===== src/design/owm_pkg.sv =====
// ----------------------------------------------------------------------------
// owm_pkg
// shared types and codes of the single-wire bus master
// ----------------------------------------------------------------------------
package owm_pkg;

   localparam int SCRATCH_BYTES = 9;
   localparam int TIMER_BITS    = 10;
   localparam int QUEUE_DEPTH   = 2;

   // command codes
   localparam logic [2:0] OP_TICK    = 3'd0;
   localparam logic [2:0] OP_RESET   = 3'd1;
   localparam logic [2:0] OP_WRITE   = 3'd2;
   localparam logic [2:0] OP_READ    = 3'd3;
   localparam logic [2:0] OP_CONVERT = 3'd4;
   localparam logic [2:0] OP_SCRATCH = 3'd5;
   localparam logic [2:0] OP_PULLUP  = 3'd6;
   localparam logic [2:0] OP_UNUSED  = 3'd7;

   // word classes chosen by the front end
   localparam logic [1:0] CLS_TICK   = 2'd0;
   localparam logic [1:0] CLS_CMD    = 2'd1;
   localparam logic [1:0] CLS_PULLUP = 2'd2;
   localparam logic [1:0] CLS_NOP    = 2'd3;

   // event and status codes
   localparam logic [1:0] EV_NONE = 2'd0;
   localparam logic [1:0] EV_DONE = 2'd1;
   localparam logic [1:0] EV_BYTE = 2'd2;
   localparam logic [1:0] ST_OK      = 2'd0;
   localparam logic [1:0] ST_NO_DEV  = 2'd1;
   localparam logic [1:0] ST_BUSY    = 2'd2;

   // register indexes
   localparam logic [2:0] REG_RESET_LOW  = 3'd0;
   localparam logic [2:0] REG_PRES_WAIT  = 3'd1;
   localparam logic [2:0] REG_RESET_REC  = 3'd2;
   localparam logic [2:0] REG_SLOT_SHORT = 3'd3;
   localparam logic [2:0] REG_SLOT_LONG  = 3'd4;

   // bus command bytes
   localparam logic [7:0] CMD_SKIP_ROM = 8'hCC;
   localparam logic [7:0] CMD_CONVERT  = 8'h44;
   localparam logic [7:0] CMD_READ_SP  = 8'hBE;

   typedef struct packed {
      logic [9:0] reset_low_ticks;
      logic [9:0] presence_wait_ticks;
      logic [9:0] reset_recovery_ticks;
      logic [7:0] slot_short_ticks;
      logic [7:0] slot_long_ticks;
   } owm_cfg_type;

   typedef struct packed {
      logic [1:0] cls;
      logic [2:0] op;
      logic [7:0] data;
      logic       line_level;
   } owm_cmd_type;

   typedef struct packed {
      logic       drive_low;
      logic       drive_high;
      logic [1:0] event_res;
      logic [1:0] status;
      logic [7:0] read_data;
      logic       last;
      logic       busy_res;
   } owm_rsp_type;

endpackage


===== src/design/owm_front.sv =====
// ----------------------------------------------------------------------------
// owm_front
// accepts input words, classifies them and holds them in a short queue
// ----------------------------------------------------------------------------
module owm_front (
   input  logic                 clock,
   input  logic                 reset,
   input  logic                 push,
   output logic                 full,
   input  logic [2:0]           op,
   input  logic [7:0]           data,
   input  logic                 line_level,
   output logic                 cmd_valid,
   output owm_pkg::owm_cmd_type cmd,
   input  logic                 cmd_take
);
   import owm_pkg::*;

   owm_cmd_type entry_ff [QUEUE_DEPTH];
   logic        wr_ptr_ff, wr_ptr_in;
   logic        rd_ptr_ff, rd_ptr_in;
   logic [1:0]  count_ff, count_in;
   owm_cmd_type word;
   logic        push_ok;

   always_comb begin
      word.op         = op;
      word.data       = data;
      word.line_level = line_level;
      unique case (op)
         OP_TICK:   word.cls = CLS_TICK;
         OP_PULLUP: word.cls = CLS_PULLUP;
         OP_UNUSED: word.cls = CLS_NOP;
         default:   word.cls = CLS_CMD;
      endcase
   end

   assign full      = (count_ff == 2'(QUEUE_DEPTH));
   assign push_ok   = push && !full;
   assign cmd_valid = (count_ff != 2'd0);
   assign cmd       = entry_ff[rd_ptr_ff];

   always_comb begin
      wr_ptr_in = wr_ptr_ff ^ push_ok;
      rd_ptr_in = rd_ptr_ff ^ cmd_take;
      count_in  = count_ff + 2'(push_ok) - 2'(cmd_take);
   end

   always_ff @(posedge clock) begin
      if (push_ok) begin
         entry_ff[wr_ptr_ff] <= word;
      end
   end

   always_ff @(posedge clock) begin
      if (reset) begin
         wr_ptr_ff <= 1'b0;
         rd_ptr_ff <= 1'b0;
         count_ff  <= 2'd0;
      end else begin
         wr_ptr_ff <= wr_ptr_in;
         rd_ptr_ff <= rd_ptr_in;
         count_ff  <= count_in;
      end
   end

endmodule


===== src/design/owm_engine.sv =====
// ----------------------------------------------------------------------------
// owm_engine
// bus timing state machine, one queued word per step
// ----------------------------------------------------------------------------
module owm_engine (
   input  logic                 clock,
   input  logic                 reset,
   input  owm_pkg::owm_cfg_type cfg,
   input  logic                 cmd_valid,
   input  owm_pkg::owm_cmd_type cmd,
   output logic                 cmd_take,
   input  logic                 rsp_full,
   output owm_pkg::owm_rsp_type rsp
);
   import owm_pkg::*;

   localparam logic [3:0] PH_IDLE     = 4'd0;
   localparam logic [3:0] PH_RST_LOW  = 4'd1;
   localparam logic [3:0] PH_RST_WAIT = 4'd2;
   localparam logic [3:0] PH_RST_REC  = 4'd3;
   localparam logic [3:0] PH_WR_LOW   = 4'd4;
   localparam logic [3:0] PH_WR_REL   = 4'd5;
   localparam logic [3:0] PH_RD_LOW   = 4'd6;
   localparam logic [3:0] PH_RD_WAIT  = 4'd7;
   localparam logic [3:0] PH_RD_REC   = 4'd8;

   localparam logic [15:0] TMAX = 16'((1 << TIMER_BITS) - 1);

   // phase length: zero counts as one tick, saturate to the timer range
   function automatic logic [TIMER_BITS-1:0] load_ticks(input logic [9:0] v);
      logic [15:0] w;
      w = 16'(v);
      if (w > TMAX) w = TMAX;
      if (w == 16'd0) w = 16'd1;
      return TIMER_BITS'(w);
   endfunction

   logic [3:0]            phase_ff, phase_in;
   logic [TIMER_BITS-1:0] timer_ff, timer_in, timer_dec;
   logic [2:0]            bit_ff, bit_in;
   logic [7:0]            shift_ff, shift_in, shift_next;
   logic [3:0]            bcount_ff, bcount_in, bcount_inc;
   logic [2:0]            seq_ff, seq_in;
   logic [2:0]            active_ff, active_in;
   logic                  spu_ff, spu_in;

   logic       busy;
   logic       start_wr, start_rd, do_finish;
   logic [7:0] wr_byte;
   logic [1:0] fin_ev, fin_st, ev, st;
   logic [7:0] rdat;
   logic       rlast;

   assign cmd_take   = cmd_valid && !rsp_full;
   assign busy       = (phase_ff != PH_IDLE);
   assign timer_dec  = timer_ff - 1'b1;
   assign shift_next = {1'b0, shift_ff[7:1]};
   assign bcount_inc = bcount_ff + 4'd1;

   always_comb begin
      phase_in  = phase_ff;
      timer_in  = timer_ff;
      bit_in    = bit_ff;
      shift_in  = shift_ff;
      bcount_in = bcount_ff;
      seq_in    = seq_ff;
      active_in = active_ff;
      spu_in    = spu_ff;
      start_wr  = 1'b0;
      start_rd  = 1'b0;
      do_finish = 1'b0;
      wr_byte   = 8'd0;
      fin_ev    = EV_NONE;
      fin_st    = ST_OK;
      ev        = EV_NONE;
      st        = ST_OK;
      rdat      = 8'd0;
      rlast     = 1'b0;

      if (cmd.cls == CLS_NOP) begin
         // unused code: no effect
      end else if (busy) begin
         if (cmd.cls == CLS_TICK) begin
            timer_in = timer_dec;
            if (timer_dec == '0) begin
               unique case (phase_ff)
                  PH_RST_LOW: begin
                     phase_in = PH_RST_WAIT;
                     timer_in = load_ticks(cfg.presence_wait_ticks);
                  end
                  PH_RST_WAIT: begin
                     // presence pulse: line low means a device answered
                     shift_in = {7'd0, !cmd.line_level};
                     phase_in = PH_RST_REC;
                     timer_in = load_ticks(cfg.reset_recovery_ticks);
                  end
                  PH_RST_REC: begin
                     if (!shift_ff[0]) begin
                        do_finish = 1'b1;
                        fin_ev    = EV_DONE;
                        fin_st    = ST_NO_DEV;
                     end else if (active_ff == OP_RESET) begin
                        do_finish = 1'b1;
                        fin_ev    = EV_DONE;
                     end else begin
                        seq_in   = 3'd1;
                        start_wr = 1'b1;
                        wr_byte  = CMD_SKIP_ROM;
                     end
                  end
                  PH_WR_LOW: begin
                     phase_in = PH_WR_REL;
                     timer_in = shift_ff[0] ? load_ticks({2'b0, cfg.slot_long_ticks})
                                            : load_ticks({2'b0, cfg.slot_short_ticks});
                  end
                  PH_WR_REL: begin
                     shift_in = shift_next;
                     if (bit_ff == 3'd7) begin
                        if ((active_ff == OP_CONVERT || active_ff == OP_SCRATCH)
                            && seq_ff == 3'd1) begin
                           seq_in   = 3'd2;
                           start_wr = 1'b1;
                           wr_byte  = (active_ff == OP_CONVERT) ? CMD_CONVERT : CMD_READ_SP;
                        end else if (active_ff == OP_SCRATCH) begin
                           seq_in    = 3'd3;
                           bcount_in = 4'd0;
                           start_rd  = 1'b1;
                        end else begin
                           do_finish = 1'b1;
                           fin_ev    = EV_DONE;
                        end
                     end else begin
                        bit_in   = bit_ff + 3'd1;
                        phase_in = PH_WR_LOW;
                        timer_in = shift_next[0] ? load_ticks({2'b0, cfg.slot_short_ticks})
                                                 : load_ticks({2'b0, cfg.slot_long_ticks});
                     end
                  end
                  PH_RD_LOW: begin
                     phase_in = PH_RD_WAIT;
                     timer_in = load_ticks({2'b0, cfg.slot_short_ticks});
                  end
                  PH_RD_WAIT: begin
                     shift_in = {cmd.line_level, shift_ff[7:1]};
                     phase_in = PH_RD_REC;
                     timer_in = load_ticks({2'b0, cfg.slot_long_ticks});
                  end
                  PH_RD_REC: begin
                     if (bit_ff == 3'd7) begin
                        rdat = shift_ff;
                        if (active_ff == OP_SCRATCH) begin
                           bcount_in = bcount_inc;
                        end
                        if (active_ff == OP_SCRATCH && bcount_inc < 4'(SCRATCH_BYTES)) begin
                           start_rd = 1'b1;
                           ev       = EV_BYTE;
                        end else begin
                           do_finish = 1'b1;
                           fin_ev    = EV_BYTE;
                           rlast     = 1'b1;
                        end
                     end else begin
                        bit_in   = bit_ff + 3'd1;
                        phase_in = PH_RD_LOW;
                        timer_in = load_ticks({2'b0, cfg.slot_short_ticks});
                     end
                  end
                  default: begin
                     do_finish = 1'b1;
                  end
               endcase
            end
         end else begin
            st = ST_BUSY;
         end
      end else if (cmd.cls == CLS_PULLUP) begin
         spu_in = cmd.data[0];
         ev     = EV_DONE;
      end else if (cmd.cls == CLS_CMD) begin
         spu_in    = 1'b0;
         active_in = cmd.op;
         seq_in    = 3'd0;
         priority case (cmd.op)
            OP_WRITE: begin
               start_wr = 1'b1;
               wr_byte  = cmd.data;
            end
            OP_READ: begin
               start_rd = 1'b1;
            end
            default: begin
               if (!cmd.line_level) begin
                  do_finish = 1'b1;
                  fin_ev    = EV_DONE;
                  fin_st    = ST_NO_DEV;
               end else begin
                  phase_in = PH_RST_LOW;
                  timer_in = load_ticks(cfg.reset_low_ticks);
               end
            end
         endcase
      end

      if (start_wr) begin
         shift_in = wr_byte;
         bit_in   = 3'd0;
         phase_in = PH_WR_LOW;
         timer_in = wr_byte[0] ? load_ticks({2'b0, cfg.slot_short_ticks})
                               : load_ticks({2'b0, cfg.slot_long_ticks});
      end
      if (start_rd) begin
         shift_in = 8'd0;
         bit_in   = 3'd0;
         phase_in = PH_RD_LOW;
         timer_in = load_ticks({2'b0, cfg.slot_short_ticks});
      end
      if (do_finish) begin
         phase_in  = PH_IDLE;
         timer_in  = '0;
         active_in = 3'd0;
         seq_in    = 3'd0;
         ev        = fin_ev;
         st        = fin_st;
      end
   end

   always_comb begin
      rsp.drive_low  = (phase_in == PH_RST_LOW) || (phase_in == PH_WR_LOW)
                       || (phase_in == PH_RD_LOW);
      rsp.drive_high = (phase_in == PH_IDLE) && spu_in;
      rsp.event_res  = ev;
      rsp.status     = st;
      rsp.read_data  = rdat;
      rsp.last       = rlast;
      rsp.busy_res   = (phase_in != PH_IDLE);
   end

   always_ff @(posedge clock) begin
      if (reset) begin
         phase_ff  <= PH_IDLE;
         timer_ff  <= '0;
         bit_ff    <= 3'd0;
         shift_ff  <= 8'd0;
         bcount_ff <= 4'd0;
         seq_ff    <= 3'd0;
         active_ff <= 3'd0;
         spu_ff    <= 1'b0;
      end else if (cmd_take) begin
         phase_ff  <= phase_in;
         timer_ff  <= timer_in;
         bit_ff    <= bit_in;
         shift_ff  <= shift_in;
         bcount_ff <= bcount_in;
         seq_ff    <= seq_in;
         active_ff <= active_in;
         spu_ff    <= spu_in;
      end
   end

endmodule


===== src/design/owm_rsp_queue.sv =====
// ----------------------------------------------------------------------------
// owm_rsp_queue
// short queue holding result words until they are popped
// ----------------------------------------------------------------------------
module owm_rsp_queue (
   input  logic                 clock,
   input  logic                 reset,
   input  logic                 wr_en,
   input  owm_pkg::owm_rsp_type wr_word,
   output logic                 q_full,
   input  logic                 pop,
   output logic                 empty,
   output owm_pkg::owm_rsp_type rd_word
);
   import owm_pkg::*;

   owm_rsp_type entry_ff [QUEUE_DEPTH];
   logic        wr_ptr_ff, wr_ptr_in;
   logic        rd_ptr_ff, rd_ptr_in;
   logic [1:0]  count_ff, count_in;
   logic        pop_ok;

   assign q_full  = (count_ff == 2'(QUEUE_DEPTH));
   assign empty   = (count_ff == 2'd0);
   assign pop_ok  = pop && !empty;
   assign rd_word = entry_ff[rd_ptr_ff];

   always_comb begin
      wr_ptr_in = wr_ptr_ff ^ wr_en;
      rd_ptr_in = rd_ptr_ff ^ pop_ok;
      count_in  = count_ff + 2'(wr_en) - 2'(pop_ok);
   end

   always_ff @(posedge clock) begin
      if (wr_en) begin
         entry_ff[wr_ptr_ff] <= wr_word;
      end
   end

   always_ff @(posedge clock) begin
      if (reset) begin
         wr_ptr_ff <= 1'b0;
         rd_ptr_ff <= 1'b0;
         count_ff  <= 2'd0;
      end else begin
         wr_ptr_ff <= wr_ptr_in;
         rd_ptr_ff <= rd_ptr_in;
         count_ff  <= count_in;
      end
   end

endmodule


===== src/design/onewire_bus_master_unit.sv =====
// ----------------------------------------------------------------------------
// onewire_bus_master_unit
// single-wire bus master driven by one-microsecond tick words
// ----------------------------------------------------------------------------
// Every input word yields exactly one result word. Tick words advance bus
// time by one microsecond; command words start a bus reset, a byte write or
// read, the convert or scratchpad sequences, or switch the strong pull-up.
// Throughput is one word per clock while the result queue has room: the front
// end takes a word into a two-entry queue, the engine retires one queued word
// per clock in a single state machine step, and its result enters a two-entry
// result queue. A pushed word is registered in the front queue, and its result
// is registered in the result queue when the engine takes the word, from where
// it shows on the rsp_ ports and can be popped.
// full rises only when both queues back up behind pop.
// Timing registers may be written only while no word is in flight.
// ----------------------------------------------------------------------------
module onewire_bus_master_unit (
   input  logic       clock,
   input  logic       reset,
   // input words
   input  logic       push,
   output logic       full,
   input  logic [2:0] req_op,
   input  logic [7:0] req_data,
   input  logic       req_line_level,
   // result words
   output logic       empty,
   input  logic       pop,
   output logic       rsp_drive_low,
   output logic       rsp_drive_high,
   output logic [1:0] rsp_event_res,
   output logic [1:0] rsp_status,
   output logic [7:0] rsp_read_data,
   output logic       rsp_last,
   output logic       rsp_busy_res,
   // timing registers
   input  logic       csr_we,
   input  logic [2:0] csr_addr,
   input  logic [9:0] csr_wdata
);
   import owm_pkg::*;

   owm_cfg_type cfg_ff, cfg_in;
   logic        cmd_valid;
   owm_cmd_type cmd;
   logic        cmd_take;
   logic        rsp_q_full;
   owm_rsp_type eng_rsp;
   owm_rsp_type out_word;

   // timing register file, writes outside the list are dropped
   always_comb begin
      cfg_in = cfg_ff;
      if (csr_we) begin
         unique case (csr_addr)
            REG_RESET_LOW:  cfg_in.reset_low_ticks      = csr_wdata;
            REG_PRES_WAIT:  cfg_in.presence_wait_ticks  = csr_wdata;
            REG_RESET_REC:  cfg_in.reset_recovery_ticks = csr_wdata;
            REG_SLOT_SHORT: cfg_in.slot_short_ticks     = csr_wdata[7:0];
            REG_SLOT_LONG:  cfg_in.slot_long_ticks      = csr_wdata[7:0];
            default:        cfg_in = cfg_ff;
         endcase
      end
   end

   always_ff @(posedge clock) begin
      if (reset) begin
         cfg_ff.reset_low_ticks      <= 10'd500;
         cfg_ff.presence_wait_ticks  <= 10'd70;
         cfg_ff.reset_recovery_ticks <= 10'd500;
         cfg_ff.slot_short_ticks     <= 8'd7;
         cfg_ff.slot_long_ticks      <= 8'd70;
      end else begin
         cfg_ff <= cfg_in;
      end
   end

   // front end: classify and queue input words
   owm_front u_front (
      .clock      (clock),
      .reset      (reset),
      .push       (push),
      .full       (full),
      .op         (req_op),
      .data       (req_data),
      .line_level (req_line_level),
      .cmd_valid  (cmd_valid),
      .cmd        (cmd),
      .cmd_take   (cmd_take)
   );

   // engine: one state machine step per queued word
   owm_engine u_engine (
      .clock     (clock),
      .reset     (reset),
      .cfg       (cfg_ff),
      .cmd_valid (cmd_valid),
      .cmd       (cmd),
      .cmd_take  (cmd_take),
      .rsp_full  (rsp_q_full),
      .rsp       (eng_rsp)
   );

   // result queue toward the consumer
   owm_rsp_queue u_rsp_queue (
      .clock   (clock),
      .reset   (reset),
      .wr_en   (cmd_take),
      .wr_word (eng_rsp),
      .q_full  (rsp_q_full),
      .pop     (pop),
      .empty   (empty),
      .rd_word (out_word)
   );

   assign rsp_drive_low  = out_word.drive_low;
   assign rsp_drive_high = out_word.drive_high;
   assign rsp_event_res  = out_word.event_res;
   assign rsp_status     = out_word.status;
   assign rsp_read_data  = out_word.read_data;
   assign rsp_last       = out_word.last;
   assign rsp_busy_res   = out_word.busy_res;

   // engine never writes into a full result queue
   a_no_overflow: assert property (@(posedge clock) disable iff (reset)
      cmd_take |-> !rsp_q_full)
      else $error("result queue overflow");

   // both queues come out of reset empty
   a_reset_empty: assert property (@(posedge clock)
      (!reset && $past(reset)) |-> (empty && !full))
      else $error("queues not empty after reset");

   // the line is never pulled low and driven high at once
   a_drive_excl: assert property (@(posedge clock) disable iff (reset)
      !empty |-> !(rsp_drive_low && rsp_drive_high))
      else $error("conflicting line drive");

   // a last marker only travels with a read byte that ends the run
   a_last_byte: assert property (@(posedge clock) disable iff (reset)
      (!empty && rsp_last) |-> (rsp_event_res == EV_BYTE && !rsp_busy_res))
      else $error("last marker without final read byte");

endmodule


===== config.mk =====
export PLATFORM = sky130hd
export DESIGN_NAME = onewire_bus_master_unit
export DESIGN_NICKNAME = d
export VERILOG_FILES = /design/src/design/owm_pkg.sv /design/src/design/owm_front.sv /design/src/design/owm_engine.sv /design/src/design/owm_rsp_queue.sv /design/src/design/onewire_bus_master_unit.sv
export SDC_FILE = /design/constraint.sdc
export NUM_CORES = 1
export LEC_CHECK = 0
export BUFFER_PORTS_ARGS = -buffer_cell sky130_fd_sc_hd__buf_2
export CORE_MARGIN = 3
export CORE_UTILIZATION = 30
export CTS_BUF_LIST = sky130_fd_sc_hd__clkbuf_16
export DETAILED_ROUTE_END_ITERATION = 6
export MAX_ROUTING_LAYER = met4
export PLACE_DENSITY_LB_ADDON = 0.2
export SLEW_MARGIN = 10
export SYNTH_ARGS = -nofsm -noshare
export SYNTH_HDL_FRONTEND = slang
export SYNTH_SLANG_ARGS = --single-unit

===== constraint.sdc =====
create_clock -name clock -period 3.01 [get_ports clock]
set_input_delay 0.1505 -clock clock [delete_from_list [all_inputs] [get_ports clock]]
set_output_delay 0.1505 -clock clock [all_outputs]
set_load 0.05 [all_outputs]

==> impl_metrics.toml <==
[finish]
fillCellCount = 2524
drive_above_1_share_pct = 20.3
diodes = 0
nets = 955
fin_area_sq_um = 9360
area_growth_pct = 22.0

[timing]
timing.final.ws_setup_ns = 0.110
setup_violations = 0
finalHoldViolations = 0
layout_min_cycle_time_ns = 2.90
max_freq_mhz = 345
worst_pin_slew_ns = 0.799
setup_tns_ns = 0
finClkSkew_ns = 0.0239
slew_viol_final = 0
min_period_over_period_pct = 96.3
slew_headroom_pct = 46.6

[setup_path]
r2r_cells = 11
critPathMaxFanout = 9
r2r_start = "u_engine.timer_ff[0]"
cp.arrival_ns = 3.22
end_kind = "flop"
crit_type = "reg2reg"
r2r_end = "u_engine.active_ff[1]"
cp-start-kind = "flop"
cp.required_ns = 3.33
r2r_slack_ns = 0.11

[yosys]
syn_area_sq_um = 7670
synth_xor_area_share_pct = 1.37
ys.flop_type = "dfxtp_1"
yosysWarningCount = 0
synthAdderAreaFrac_pct = 2.12
synth_seq_cells = 149
synth-simple-area-share_pct = 21.6
synth-edff-count = 60
synth.top_cell.area_share_pct = 23.5
synthTopCellsByCount = "nand2_1 (120), dfxtp_1 (89), edfxtp_1 (60)"
synthesis.nets = 859
synth_compound_area_share_pct = 18.2
synth_mux_area_share_pct = 6.72
synth_most_common_cell = "nand2_1"
seq_area_frac_synth_pct = 46.7
synth.area.top_cells = "edfxtp_1 (23%), dfxtp_1 (23%), nand2_1 (5.9%), mux2i_1 (3.8%), a21oi_1 (3.3%)"
ys_types = 77
ys_async_sr_fraction_pct = 0
yosysTopAreaCell = "edfxtp_1"
syn_avg_cell_area_sq_um = 9.40
syn_inst = 816
synth_top_family_by_area = "simple AND/OR/NAND/NOR gates"

[clocking]
cts_sinks = 149
clk_latency_ns = 0.43
clockRootBuffer = "clkbuf_16"
clk_pin_slew_ns = 0.07
cts_buffers = 17
cts_tree = "built"
cts_max_path_buffers = 2
cts-htree-levels = 4

[floorplan]
dieArea_sq_um = 27500
ioPinCount = 48
start_util_pct = 31.0
die_h_um = 166
rows = 57
core_sq_um = 24700
die_w_um = 166

[job]
maxCapViolCount = 0

[placed_design]
post-place-ws_ns = 0.0926
postPlaceCellArea_sq_um = 8570
gp_congestion = 0.971
post-dp-hpwl_um = 16500
io_buffers = 47

[pwr]
power_density_nw_per_um2 = 897
p_leak_nw = 3.50
peakVddDrop_mv = 0.427

[drt]
drtIter0Drc = 483
wl_um = 22400
first_pass_iters = 5
drtAntennaViolNets = 0
via_per_inst = 5.26
drc_errors = 0
wire_per_inst_um = 17.9
via_count = 6574

[min_path]
hold_class = "in2reg"
whs_path_depth = 3
whs_endpoint = "cfg_ff[33]"
min_from = "csr_wdata[7]"

[global_routing]
grt_max_degree = 37
first_global_vias = 6267
grt_pass1_wl_um = 35400
antenna_found_initial = 0
grt-ovfl-total = 0
grt_usage_pct = 16.5

[run_status]
outcome = "finished clean"
[registers in the layout, indices dropped and copies added, names as in the netlist]
register / cells
u_front.rd_ptr_ff: 1
u_engine.seq_ff: 2
u_engine.bcount_ff: 4
u_engine.phase_ff: 4
u_rsp_queue.entry_ff: 32
u_engine.bit_ff: 3
u_engine.active_ff: 3
u_rsp_queue.rd_ptr_ff: 1
u_engine.timer_ff: 10
u_front.entry_ff: 28
cfg_ff: 46
u_engine.shift_ff: 8
u_rsp_queue.count_ff: 2
u_engine.spu_ff: 1
u_front.wr_ptr_ff: 1
u_front.count_ff: 2
u_rsp_queue.wr_ptr_ff: 1
[report_power, final]
part           total, mW  internal, mW  switching, mW  leakage, nW
combinational       3.51          1.30           2.20         1.92
clock               2.14          1.13           1.02        0.288
sequential          2.75          2.52          0.228         1.29
[layer usage]
| metal | GRT usage [%] | wire length (um) |
|---|---|---|
| met1 | 23.1 | 10900 |
| met2 | 24.2 | 9960 |
| met3 | 3.31 | 1120 |
| met4 | 4.81 | 381 |
| met5 | - | 0 |
[layout make-up]
| type | instances | area (sq um) | area share [%] |
|---|---|---|---|
| clock buffer | 17 | 425 | 4.54 |
| multi-input combinational | 605 | 3880 | 41.5 |
| inverter | 20 | 75.1 | 0.802 |
| sequential | 149 | 3580 | 38.3 |
| timing repair buffer | 119 | 811 | 8.66 |
| clock inverter | 15 | 179 | 1.91 |
| tap | 324 | 405 | 4.33 |
[worst max-delay path by stage]
stage	startpoint	end	slack, ns
after floorplan	u_engine.timer_ff[0]	u_rsp_queue.entry_ff[0][14]	0.14
after global placement	u_engine.timer_ff[0]	u_rsp_queue.entry_ff[0][14]	0.11
after detailed placement	u_engine.timer_ff[0]	u_rsp_queue.entry_ff[1][14]	0.09
after CTS	u_engine.timer_ff[0]	u_rsp_queue.entry_ff[1][14]	0.09
after global routing	u_engine.timer_ff[0]	u_rsp_queue.entry_ff[1][14]	-0.02
final	u_engine.timer_ff[0]	u_engine.active_ff[1]	0.11
[logic make-up (layout without fill, tap and decap cells)]
| kind of cell | after synthesis | in the layout |
|---|---|---|
| DFF | 149 | 149 |
| adders and majority gates | 13 | 13 |
| xor gates and xnor gates | 12 | 12 |
| buffers and inverters | 62 | 171 |
| muxes | 49 | 49 |
| AOI/OAI and AO/OA | 200 | 200 |
| and+or+nand+nor | 331 | 331 |
[critical path, cell delays in order, from the launching register on]
cell and delay [ns]:
dfxtp_1 0.40, inv_1 0.11, ha_1 0.25, or2_2 0.29, o32a_1 0.35, nor2_1 0.22, buf_4 0.22, o311a_1 0.23
or2_2 0.19, o211ai_1 0.12, buf_4 0.17, mux2_2 0.26
[what timing repair did]
action / in CTS / in global routing
gates resized for setup: 0 / 8
setup endpoints to repair: 0 / 13
endpoints found under the hold margin: 29 / 0
buffers inserted: 0 / 1
hold buffers: 14 / 0
[stage by stage]
stage | hold WS [ns] | utilization, % | instances | total power [mW]
floorplan | 0.249 | - | 816 | 5.14
global placement | 0.340 | 34.6 | 1202 | 6.25
detailed placement | 0.344 | 34.6 | 1202 | 6.22
CTS | 0.00717 | 37.6 | 1248 | 8.42
global route | 0.0230 | 37.8 | 1249 | 8.91
finish | 0.0278 | 37.8 | 1249 | 8.40
[cells in the final DEF, fill, tap and decap left out, drive strengths merged, types with 26 or more instances in the layout]
cell type	netlist	routed
nand2	120	120
edfxtp	60	60
dfxtp	89	89
a21oi	51	51
nand3	30	30
mux2i	29	29
buf	12	105
o21ai	26	26
nor2	57	57
inv	20	27
Note: power is estimated with default switching activity, not from simulation.
